[config.mk]
export PLATFORM = sky130hd
export DESIGN_NAME = fitness_proportionate_selector_core_flat
export DESIGN_NICKNAME = d
export VERILOG_FILES = /design/src/fps_pkg.sv /design/src/fps_if.sv /design/src/fps_datapath.sv /design/src/fps_ctrl.sv /design/src/fitness_proportionate_selector_core.sv /design/src/flat_wrapper.sv
export SDC_FILE = /design/constraint.sdc
export NUM_CORES = 2
export LEC_CHECK = 0
export BUFFER_PORTS_ARGS = -buffer_cell sky130_fd_sc_hd__clkbuf_2
export CAP_MARGIN = 20
export CORE_UTILIZATION = 50
export CTS_CLUSTER_DIAMETER = 50
export DETAILED_ROUTE_END_ITERATION = 7
export PLACE_DENSITY = 0.66
export SLEW_MARGIN = 10
export SYNTH_ARGS = -nofsm -noshare
export SYNTH_HDL_FRONTEND = slang
export SYNTH_SLANG_ARGS = --single-unit
[constraint.sdc]
create_clock -name clock -period 18.41 [get_ports clock]
set_input_delay 0.9205 -clock clock [delete_from_list [all_inputs] [get_ports clock]]
set_output_delay 0.9205 -clock clock [all_outputs]
set_load 0.02 [all_outputs]
[src/fps_pkg.sv]
// shared constants, types and state codes for the fitness-proportionate selector
// no dependencies; every other file of the block depends on this package
package fps_pkg;

   localparam int MAX_ENTRIES = 128;
   localparam int WEIGHT_BITS = 16;
   localparam int RANDOM_BITS = 16;

   localparam int IDX_BITS  = $clog2(MAX_ENTRIES);
   localparam int CNT_BITS  = $clog2(MAX_ENTRIES + 1);
   localparam int SUM_BITS  = WEIGHT_BITS + CNT_BITS;
   localparam int PROD_BITS = RANDOM_BITS + SUM_BITS;

   localparam int CFG_BITS          = 8;
   localparam int ENTRY_COUNT_RESET = 100;
   localparam int CSR_ADDR_BITS     = 3;
   localparam int CSR_DATA_BITS     = 32;

   // register index, taken from paddr[2]
   localparam logic REG_ENTRY_COUNT = 1'b0;

   // request kinds
   localparam logic REQ_LOAD = 1'b0;
   localparam logic REQ_DRAW = 1'b1;

   typedef enum logic [2:0] {
      ST_IDLE,
      ST_SUM_RD,
      ST_SUM_ACC,
      ST_MUL,
      ST_SCAN_RD,
      ST_SCAN_CMP,
      ST_FINISH
   } fps_state_type;

   typedef struct packed {
      logic                wr_en;
      logic                start;
      logic                rd_en;
      logic [IDX_BITS-1:0] addr;
      logic                sum_add;
      logic                mul;
      logic                cum_add;
      logic                out_load;
   } fps_cmd_type;

   typedef struct packed {
      logic sum_zero;
      logic hit;
   } fps_stat_type;

endpackage

[src/fps_if.sv]
// handshake channels of the selector: request word in, response word out
// depends on fps_pkg for field widths
interface fps_req_if;
   logic                           valid;
   logic                           ready;
   logic                           req_type;
   logic [fps_pkg::IDX_BITS-1:0]    entry_index;
   logic [fps_pkg::WEIGHT_BITS-1:0] weight_value;
   logic [fps_pkg::RANDOM_BITS-1:0] random_fraction;

   modport source (output valid, req_type, entry_index, weight_value, random_fraction,
                   input ready);
   modport sink   (input valid, req_type, entry_index, weight_value, random_fraction,
                   output ready);
endinterface

interface fps_rsp_if;
   logic                        valid;
   logic                        ready;
   logic [fps_pkg::IDX_BITS-1:0] selected_index;
   logic                        all_zero_flag;

   modport source (output valid, selected_index, all_zero_flag, input ready);
   modport sink   (input valid, selected_index, all_zero_flag, output ready);
endinterface

[src/fps_datapath.sv]
// weight memory, sum and cumulative accumulators, threshold multiplier, result registers
// depends on fps_pkg; driven by commands from fps_ctrl
module fps_datapath (
   input  logic                            clock,
   input  logic                            reset,
   input  fps_pkg::fps_cmd_type            cmd,
   output fps_pkg::fps_stat_type           stat,
   input  logic [fps_pkg::IDX_BITS-1:0]    req_entry_index,
   input  logic [fps_pkg::WEIGHT_BITS-1:0] req_weight_value,
   input  logic [fps_pkg::RANDOM_BITS-1:0] req_random_fraction,
   output logic [fps_pkg::IDX_BITS-1:0]    rsp_selected_index,
   output logic                            rsp_all_zero_flag
);
   import fps_pkg::*;

   logic [WEIGHT_BITS-1:0] mem [MAX_ENTRIES];
   logic [MAX_ENTRIES-1:0] valid_ff, valid_in;
   logic [WEIGHT_BITS-1:0] mem_rd_ff;
   logic                   rd_vld_ff;
   logic [WEIGHT_BITS-1:0] rd_data;

   logic [RANDOM_BITS-1:0] frac_ff, frac_in;
   logic [SUM_BITS-1:0]    sum_ff, sum_in;
   logic [SUM_BITS-1:0]    thr_ff, thr_in;
   logic [SUM_BITS-1:0]    cum_ff, cum_in;
   logic [PROD_BITS-1:0]   product;
   logic [IDX_BITS-1:0]    res_idx_ff, res_idx_in;
   logic                   res_zero_ff, res_zero_in;
   logic [IDX_BITS-1:0]    out_idx_ff, out_idx_in;
   logic                   out_zero_ff, out_zero_in;

   // weight memory, one write and one registered read port
   always_ff @(posedge clock) begin
      if (cmd.wr_en) begin
         mem[req_entry_index] <= req_weight_value;
      end
      if (cmd.rd_en) begin
         mem_rd_ff <= mem[cmd.addr];
         rd_vld_ff <= valid_ff[cmd.addr];
      end
   end

   // entries never written since reset read as zero
   always_comb begin
      valid_in = valid_ff;
      if (cmd.wr_en) begin
         valid_in[req_entry_index] = 1'b1;
      end
   end

   always_ff @(posedge clock) begin
      if (reset) begin
         valid_ff <= '0;
      end else begin
         valid_ff <= valid_in;
      end
   end

   assign rd_data = rd_vld_ff ? mem_rd_ff : '0;
   assign product = PROD_BITS'(frac_ff) * PROD_BITS'(sum_ff);

   always_comb begin
      frac_in     = frac_ff;
      sum_in      = sum_ff;
      thr_in      = thr_ff;
      cum_in      = cum_ff;
      res_idx_in  = res_idx_ff;
      res_zero_in = res_zero_ff;
      out_idx_in  = out_idx_ff;
      out_zero_in = out_zero_ff;
      if (cmd.start) begin
         frac_in = req_random_fraction;
         sum_in  = '0;
      end
      if (cmd.sum_add) begin
         sum_in = sum_ff + SUM_BITS'(rd_data);
      end
      if (cmd.mul) begin
         thr_in      = product[PROD_BITS-1:RANDOM_BITS];
         cum_in      = '0;
         res_idx_in  = '0;
         res_zero_in = (sum_ff == '0);
      end
      if (cmd.cum_add) begin
         cum_in = cum_ff + SUM_BITS'(rd_data);
         if (stat.hit) begin
            res_idx_in = cmd.addr;
         end
      end
      if (cmd.out_load) begin
         out_idx_in  = res_idx_ff;
         out_zero_in = res_zero_ff;
      end
   end

   always_ff @(posedge clock) begin
      frac_ff     <= frac_in;
      sum_ff      <= sum_in;
      thr_ff      <= thr_in;
      cum_ff      <= cum_in;
      res_idx_ff  <= res_idx_in;
      res_zero_ff <= res_zero_in;
      out_idx_ff  <= out_idx_in;
      out_zero_ff <= out_zero_in;
   end

   assign stat.sum_zero = (sum_ff == '0);
   assign stat.hit      = (cum_ff + SUM_BITS'(rd_data)) > thr_ff;

   assign rsp_selected_index = out_idx_ff;
   assign rsp_all_zero_flag  = out_zero_ff;

endmodule

[src/fps_ctrl.sv]
// sequencer for load and draw words: sum pass, threshold, scan pass, result hand-off
// depends on fps_pkg; drives fps_datapath through the command struct
module fps_ctrl (
   input  logic                         clock,
   input  logic                         reset,
   input  logic [fps_pkg::CFG_BITS-1:0] entry_count,
   input  logic                         req_valid,
   output logic                         req_ready,
   input  logic                         req_type,
   output logic                         rsp_valid,
   input  logic                         rsp_ready,
   output fps_pkg::fps_cmd_type         cmd,
   input  fps_pkg::fps_stat_type        stat
);
   import fps_pkg::*;

   fps_state_type       state_ff, state_in;
   logic [CNT_BITS-1:0] cnt_ff, cnt_in;
   logic [CNT_BITS-1:0] cnt_nxt;
   logic [CNT_BITS-1:0] count_sat;
   logic                last;
   logic                rsp_valid_ff, rsp_valid_in;
   logic                accept;
   logic                out_free;

   assign count_sat = (entry_count > CFG_BITS'(MAX_ENTRIES)) ? CNT_BITS'(MAX_ENTRIES)
                                                              : CNT_BITS'(entry_count);
   assign cnt_nxt   = cnt_ff + 1'b1;
   assign last      = (cnt_nxt >= count_sat);
   assign req_ready = (state_ff == ST_IDLE);
   assign accept    = req_valid && req_ready;
   assign out_free  = !rsp_valid_ff || rsp_ready;

   always_comb begin
      state_in = state_ff;
      case (state_ff)
         ST_IDLE: begin
            if (accept && req_type == REQ_DRAW) begin
               state_in = (count_sat == '0) ? ST_MUL : ST_SUM_RD;
            end
         end
         ST_SUM_RD:  state_in = ST_SUM_ACC;
         ST_SUM_ACC: state_in = last ? ST_MUL : ST_SUM_RD;
         ST_MUL:     state_in = stat.sum_zero ? ST_FINISH : ST_SCAN_RD;
         ST_SCAN_RD: state_in = ST_SCAN_CMP;
         ST_SCAN_CMP: begin
            state_in = (stat.hit || last) ? ST_FINISH : ST_SCAN_RD;
         end
         ST_FINISH: begin
            if (out_free) begin
               state_in = ST_IDLE;
            end
         end
         default: state_in = ST_IDLE;
      endcase
   end

   always_comb begin
      cmd          = '0;
      cmd.addr     = cnt_ff[IDX_BITS-1:0];
      cnt_in       = cnt_ff;
      rsp_valid_in = rsp_valid_ff && !rsp_ready;
      case (state_ff)
         ST_IDLE: begin
            if (accept) begin
               cmd.wr_en = (req_type == REQ_LOAD);
               cmd.start = (req_type == REQ_DRAW);
               cnt_in    = '0;
            end
         end
         ST_SUM_RD: begin
            cmd.rd_en = 1'b1;
         end
         ST_SUM_ACC: begin
            cmd.sum_add = 1'b1;
            cnt_in      = cnt_nxt;
         end
         ST_MUL: begin
            cmd.mul = 1'b1;
            cnt_in  = '0;
         end
         ST_SCAN_RD: begin
            cmd.rd_en = 1'b1;
         end
         ST_SCAN_CMP: begin
            cmd.cum_add = 1'b1;
            cnt_in      = cnt_nxt;
         end
         ST_FINISH: begin
            if (out_free) begin
               cmd.out_load = 1'b1;
               rsp_valid_in = 1'b1;
            end
         end
         default: begin
            cnt_in = '0;
         end
      endcase
   end

   always_ff @(posedge clock) begin
      if (reset) begin
         state_ff     <= ST_IDLE;
         cnt_ff       <= '0;
         rsp_valid_ff <= 1'b0;
      end else begin
         state_ff     <= state_in;
         cnt_ff       <= cnt_in;
         rsp_valid_ff <= rsp_valid_in;
      end
   end

   assign rsp_valid = rsp_valid_ff;

endmodule

[src/fitness_proportionate_selector_core.sv]
// top level of the fitness-proportionate selector: csr port, sequencer and datapath
// depends on fps_pkg, fps_req_if, fps_rsp_if, fps_ctrl and fps_datapath
//
// Roulette-wheel selector over 128 unsigned 16-bit weights. A load word writes one
// weight and gives no response. A draw word sums the first N weights,
// N = min(entry_count, 128), scales the sum by random_fraction to a threshold, then
// scans for the first entry whose running sum exceeds it; a zero sum returns index 0
// with all_zero_flag set. Both passes go through the single read port of the weight
// memory, each entry taking a read state and then an accumulate or compare state.
// The weights read as zero after reset with no clearing pass. The request side is
// taken again as soon as the response is parked in the output register.
// entry_count sits at byte address 0 and resets to 100.
module fitness_proportionate_selector_core (
   input  logic                              clock,
   input  logic                              reset,
   fps_req_if.sink                           req_ch,
   fps_rsp_if.source                         rsp_ch,
   input  logic                              csr_psel,
   input  logic                              csr_penable,
   input  logic                              csr_pwrite,
   input  logic [fps_pkg::CSR_ADDR_BITS-1:0] csr_paddr,
   input  logic [fps_pkg::CSR_DATA_BITS-1:0] csr_pwdata,
   output logic [fps_pkg::CSR_DATA_BITS-1:0] csr_prdata,
   output logic                              csr_pready
);
   import fps_pkg::*;

   logic [CFG_BITS-1:0] entry_count_ff, entry_count_in;
   logic                csr_wr;
   fps_cmd_type         cmd;
   fps_stat_type        stat;

   assign csr_pready = 1'b1;
   assign csr_wr     = csr_psel && csr_penable && csr_pwrite && csr_pready;

   always_comb begin
      entry_count_in = entry_count_ff;
      if (csr_wr && csr_paddr[2] == REG_ENTRY_COUNT) begin
         entry_count_in = csr_pwdata[CFG_BITS-1:0];
      end
   end

   always_ff @(posedge clock) begin
      if (reset) begin
         entry_count_ff <= CFG_BITS'(ENTRY_COUNT_RESET);
      end else begin
         entry_count_ff <= entry_count_in;
      end
   end

   assign csr_prdata = (csr_paddr[2] == REG_ENTRY_COUNT) ? CSR_DATA_BITS'(entry_count_ff)
                                                         : '0;

   fps_ctrl u_ctrl (
      .clock       (clock),
      .reset       (reset),
      .entry_count (entry_count_ff),
      .req_valid   (req_ch.valid),
      .req_ready   (req_ch.ready),
      .req_type    (req_ch.req_type),
      .rsp_valid   (rsp_ch.valid),
      .rsp_ready   (rsp_ch.ready),
      .cmd         (cmd),
      .stat        (stat)
   );

   fps_datapath u_datapath (
      .clock               (clock),
      .reset               (reset),
      .cmd                 (cmd),
      .stat                (stat),
      .req_entry_index     (req_ch.entry_index),
      .req_weight_value    (req_ch.weight_value),
      .req_random_fraction (req_ch.random_fraction),
      .rsp_selected_index  (rsp_ch.selected_index),
      .rsp_all_zero_flag   (rsp_ch.all_zero_flag)
   );

endmodule

[src/flat_wrapper.sv]
// flat-port wrapper written by rule: the top's interface ports become plain ports
module fitness_proportionate_selector_core_flat import fps_pkg::*;
  (clock, reset, csr_psel, csr_penable, csr_pwrite, csr_paddr, csr_pwdata, csr_prdata, csr_pready, req_ch_valid, req_ch_req_type, req_ch_entry_index, req_ch_weight_value, req_ch_random_fraction, req_ch_ready, rsp_ch_valid, rsp_ch_selected_index, rsp_ch_all_zero_flag, rsp_ch_ready);
  fps_req_if req_ch_i ();
  fps_rsp_if rsp_ch_i ();
  input  logic clock;
  input  logic reset;
  input  logic csr_psel;
  input  logic csr_penable;
  input  logic csr_pwrite;
  input  logic [fps_pkg::CSR_ADDR_BITS-1:0] csr_paddr;
  input  logic [fps_pkg::CSR_DATA_BITS-1:0] csr_pwdata;
  output logic [fps_pkg::CSR_DATA_BITS-1:0] csr_prdata;
  output logic csr_pready;
  input wire logic [$bits(req_ch_i.valid)-1:0] req_ch_valid;
  input wire logic [$bits(req_ch_i.req_type)-1:0] req_ch_req_type;
  input wire logic [$bits(req_ch_i.entry_index)-1:0] req_ch_entry_index;
  input wire logic [$bits(req_ch_i.weight_value)-1:0] req_ch_weight_value;
  input wire logic [$bits(req_ch_i.random_fraction)-1:0] req_ch_random_fraction;
  output wire logic [$bits(req_ch_i.ready)-1:0] req_ch_ready;
  output wire logic [$bits(rsp_ch_i.valid)-1:0] rsp_ch_valid;
  output wire logic [$bits(rsp_ch_i.selected_index)-1:0] rsp_ch_selected_index;
  output wire logic [$bits(rsp_ch_i.all_zero_flag)-1:0] rsp_ch_all_zero_flag;
  input wire logic [$bits(rsp_ch_i.ready)-1:0] rsp_ch_ready;
  assign req_ch_i.valid = req_ch_valid;
  assign req_ch_i.req_type = req_ch_req_type;
  assign req_ch_i.entry_index = req_ch_entry_index;
  assign req_ch_i.weight_value = req_ch_weight_value;
  assign req_ch_i.random_fraction = req_ch_random_fraction;
  assign req_ch_ready = req_ch_i.ready;
  assign rsp_ch_valid = rsp_ch_i.valid;
  assign rsp_ch_selected_index = rsp_ch_i.selected_index;
  assign rsp_ch_all_zero_flag = rsp_ch_i.all_zero_flag;
  assign rsp_ch_i.ready = rsp_ch_ready;
  fitness_proportionate_selector_core u_core (.clock(clock), .reset(reset), .req_ch(req_ch_i), .rsp_ch(rsp_ch_i), .csr_psel(csr_psel), .csr_penable(csr_penable), .csr_pwrite(csr_pwrite), .csr_paddr(csr_paddr), .csr_pwdata(csr_pwdata), .csr_prdata(csr_prdata), .csr_pready(csr_pready));
endmodule
==> flow_summary.json <==
{
  "total_via_count_after_detailed_routing": 52743,
  "intPower_uw": 9790,
  "delay_contributed_by_the_slowest_stage_of_the_critical_path_ns": 1.00,
  "antenna_left": 0,
  "postLayoutSetupSlackWorst_ns": 10.90,
  "tightestPinTransition_ns": 1.17,
  "worstPathRequired_ns": 19.04,
  "clock_latency_ns": 0.90,
  "crit_path_end_kind": "register",
  "postCtsSetupBuffers": 0,
  "cts_hold_buffers": 0,
  "crit_path_start_kind": "register",
  "worst_hold_path_type": "in -> reg",
  "pwr-share-comb_pct": 17.4,
  "holdPathEnd": "u_core.u_datapath.frac_ff[8]",
  "fraction_of_the_cycle_the_final_worst_path_needs_pct": 40.8,
  "finClkSkew_ns": 0.0493,
  "finalSetupTns_ns": 0,
  "max_cap_violations": 0,
  "num_rows": 165,
  "synth-seq-cells": 2317,
  "unique_cell_type_count_in_the_yosys_netlist": 64,
  "crit_buf_inv": 5,
  "critPathMaxFanout": 24,
  "ios": 125,
  "vdd.ir_drop.worst_mv": 0.130,
  "most-common-layout-cells": "sky130_fd_sc_hd__edfxtp_1, sky130_fd_sc_hd__mux4_2, sky130_fd_sc_hd__nor2_1, sky130_fd_sc_hd__inv_1, sky130_fd_sc_hd__nand2_1",
  "leakagePower_uw": 0.0388,
  "routabilityCongestion": 0.836,
  "post_synth_instance_area_sq_um": 103000,
  "power.share.switching_pct": 26.5,
  "via_per_inst": 5.98,
  "switchingPower_uw": 3520,
  "groute.layer.met3.usage_pct": 4.02,
  "synth_async_sr_flop_share_pct": 0,
  "finish.cell_count_without_fillers": 8816,
  "worst_hold_startpoint": "req_ch_random_fraction[8]",
  "pwr-share-clk_pct": 38.4,
  "synth.yosys.seq_area_share_pct": 66.2,
  "number_of_buffers_between_clock_root_and_the_deepest_sink": 4,
  "drtIter0Drc": 5539,
  "crit_type": "reg -> reg",
  "share_seq_of_total_power_pct": 44.2,
  "wl_cell_um": 27.9,
  "first_global_vias": 53521,
  "core_region_area_sq_um": 203000,
  "min_path_cells": 1,
  "fillCellCount": 15133,
  "cts.sink_count": 2317,
  "preCtsSetupSlack_ns": 10.99,
  "chipWidth_um": 455,
  "hold_viol_final": 0,
  "crit_arrival_ns": 8.14,
  "clk_root_buffer_cell": "sky130_fd_sc_hd__clkbuf_16",
  "global_route.usage.met1_pct": 34.9,
  "grt_start_max_net_pins": 100,
  "globalRouteOverflowTotal": 0,
  "drcViolationCount": 0,
  "design.die.area_sq_um": 207000,
  "ys_dominant_reg_cell": "sky130_fd_sc_hd__edfxtp_1",
  "reg2reg_slack_ns": 10.90,
  "1st_pass_router_iterations": 7,
  "depth_of_the_cts_h_tree": 5,
  "drive_gt1_share_pct": 23.4,
  "number_of_flops_mapped_to_enable_cells_by_yosys": 2162,
  "cp-startpoint": "u_core.u_datapath.frac_ff[1]",
  "max_clock_freq_ghz": 0.133,
  "ff2ff_path_depth": 21,
  "timing.final.max_slew_violations": 0,
  "initial_antenna_violation_count": 10,
  "place_hpwl_um": 152000,
  "min_period_ns": 7.51,
  "cts_tree": "done",
  "postSynthCellCount": 5665,
  "powerDensity_nw_per_um2": 115,
  "critical_path.most_common_cell": "sky130_fd_sc_hd__fa_1",
  "numCtsBuffers": 275,
  "grt_usage_pct": 24.2,
  "fin_nets": 6516,
  "die_h_um": 455,
  "most_common_cell_after_layout_fill_and_taps_aside": "sky130_fd_sc_hd__edfxtp_1",
  "initial_utilization_pct": 50.6,
  "max_slew_margin_pct": 21.8,
  "groute.layer.met2.usage_pct": 38.1,
  "cp_slowest_cell": "sky130_fd_sc_hd__edfxtp_1",
  "wirelength_um": 246000,
  "cpLargestDelayFamily": "adder cells",
  "critical_path.reg2reg.endpoint": "u_core.u_datapath.thr_ff[17]",
  "rsz_0062_raised_after_global_routing": "no",
  "setup_viol": 0,
  "area.growth.synth_to_final_pct": 12.4,
  "port-buffer-count": 73,
  "path_cells": "nand2_1 -> fa_1 -> inv_1 -> fa_1 -> inv_1 -> fa_1 -> inv_1 -> fa_1 -> fa_1 -> inv_1 -> fa_1 -> inv_1 -> ha_1 -> a21oi_1 -> o21ai_0 -> a311oi_1 -> a21oi_1 -> a21boi_0 -> nand2b_1 -> a311oi_1 -> xnor2_1",
  "run_status": "completed",
  "synth.yosys.warnings": 0,
  "worst_setup_hold_path_clk_slew_ns": 0.05,
  "cts-resized-gates": 0,
  "avgSynthCellArea_sq_um": 18.1,
  "grt_busiest_layer": "met2",
  "grt_first_pass_wirelength_um": 361000,
  "crit-reg2reg-launch": "u_core.u_datapath.frac_ff[1]",
  "placed_cells": 8334,
  "hold-worst-slack_ns": 0.202
}
## cells by family after synthesis
kind of cell	after synthesis	synth area share, %
xor+xnor	66	0.563
flops	2317	66.2
mux	724	15.8
fa+ha+maj	481	8.10
simple gates	1140	4.98
compound gates	248	1.63
other cells	2	0.00731
buf+inv	687	2.72
## stage by stage
stage	total power [uW]	area [sq um]	utilization [%]
final	13300	115000	56.8
after global routing	13900	115000	56.8
after CTS	13400	115000	56.8
after detailed placement	8260	107000	52.6
after global placement	8250	107000	52.6
after floorplan	7630	103000	-
## final cells by class
type,count,area [sq um],area share [%]
Tap cell,2672,3340,2.90
Sequential cell,2317,68000,58.9
Multi-Input combinational cell,2684,32000,27.7
Clock buffer,337,7330,6.35
Timing Repair Buffer,286,2130,1.85
Inverter,389,1470,1.27
Antenna cell,6,15.0,0.0130
Clock inverter,125,1110,0.960
## worst max path at each step
| stage | end | slack [ns] | depth (start not counted) |
|---|---|---|---|
| after CTS | u_core.u_datapath.thr_ff[17] | 10.94 | 19 |
| after global routing | u_core.u_datapath.thr_ff[17] | 10.49 | 21 |
| final | u_core.u_datapath.thr_ff[17] | 10.90 | 21 |
| after global placement | u_core.u_datapath.thr_ff[20] | 11.02 | 21 |
| after floorplan | u_core.u_datapath.thr_ff[17] | 12.31 | 22 |
| after detailed placement | u_core.u_datapath.thr_ff[17] | 10.99 | 19 |
## cell usage after synthesis (10+ instances only)
| master | count | share of area, % |
|---|---|---|
| sky130_fd_sc_hd__mux4_2 | 714 | 16 |
| sky130_fd_sc_hd__nand3_1 | 28 | 0.14 |
| sky130_fd_sc_hd__mux2i_1 | 10 | 0.097 |
| sky130_fd_sc_hd__dfxtp_1 | 155 | 3.0 |
| sky130_fd_sc_hd__fa_1 | 307 | 6.0 |
| sky130_fd_sc_hd__a21o_1 | 34 | 0.25 |
| sky130_fd_sc_hd__ha_1 | 174 | 2.1 |
| sky130_fd_sc_hd__o21ai_0 | 35 | 0.17 |
| sky130_fd_sc_hd__inv_1 | 386 | 1.4 |
| sky130_fd_sc_hd__o21bai_1 | 11 | 0.080 |
| sky130_fd_sc_hd__and3_1 | 18 | 0.11 |
| sky130_fd_sc_hd__xnor2_1 | 40 | 0.34 |
| sky130_fd_sc_hd__and2_1 | 189 | 1.2 |
| sky130_fd_sc_hd__nor3_1 | 34 | 0.17 |
| sky130_fd_sc_hd__nand2b_1 | 12 | 0.073 |
| sky130_fd_sc_hd__edfxtp_1 | 2162 | 63 |
| sky130_fd_sc_hd__o21ba_2 | 25 | 0.24 |
| sky130_fd_sc_hd__nor4_1 | 10 | 0.061 |
| sky130_fd_sc_hd__xor2_1 | 26 | 0.22 |
| sky130_fd_sc_hd__nand2_1 | 378 | 1.4 |
| sky130_fd_sc_hd__a21oi_1 | 75 | 0.37 |
| sky130_fd_sc_hd__nor2_1 | 414 | 1.5 |
| sky130_fd_sc_hd__buf_2 | 52 | 0.25 |
| sky130_fd_sc_hd__nor2b_1 | 14 | 0.085 |
| sky130_fd_sc_hd__nand4_1 | 12 | 0.073 |
| sky130_fd_sc_hd__buf_1 | 34 | 0.12 |
| sky130_fd_sc_hd__buf_4 | 29 | 0.21 |
| sky130_fd_sc_hd__clkbuf_1 | 177 | 0.65 |
## registers in the layout, summed over array words and instances (netlist names)
signal and cells:
u_core.u_ctrl.cnt_ff 8, u_core.entry_count_ff 8, u_core.u_datapath.res_idx_ff 7, u_core.u_datapath.rsp_selected_index 7, u_core.u_datapath.mem_rd_ff 16, u_core.u_datapath.rd_vld_ff 1, u_core.u_ctrl.state_ff 3, u_core.u_datapath.cum_ff 24
u_core.u_datapath.sum_ff 24, u_core.u_datapath.rsp_all_zero_flag 1, u_core.u_datapath.valid_ff 128, u_core.u_datapath.frac_ff 16, u_core.u_datapath.thr_ff 24, u_core.u_datapath.res_zero_ff 1, u_core.u_ctrl.rsp_valid 1, u_core.u_datapath.mem 2048
## layer usage
layer | vias to the layer above | share of wire (%)
met5 | - | 0.0037
met1 | 28100 | 42
met3 | 409 | 7.4
met2 | 2034 | 48
li1 | 22198 | -
met4 | 2 | 2.9
## power groups by stage
stage / clock (uW) / combinational (uW) / sequential [uW]
final: 5120 / 2310 / 5880
after global routing: 5400 / 2610 / 5880
after CTS: 5200 / 2310 / 5880
after detailed placement: 0 / 2270 / 5990
after global placement: 0 / 2260 / 5990
after floorplan: 0 / 1650 / 5970
(Power assumes the default switching activity.)
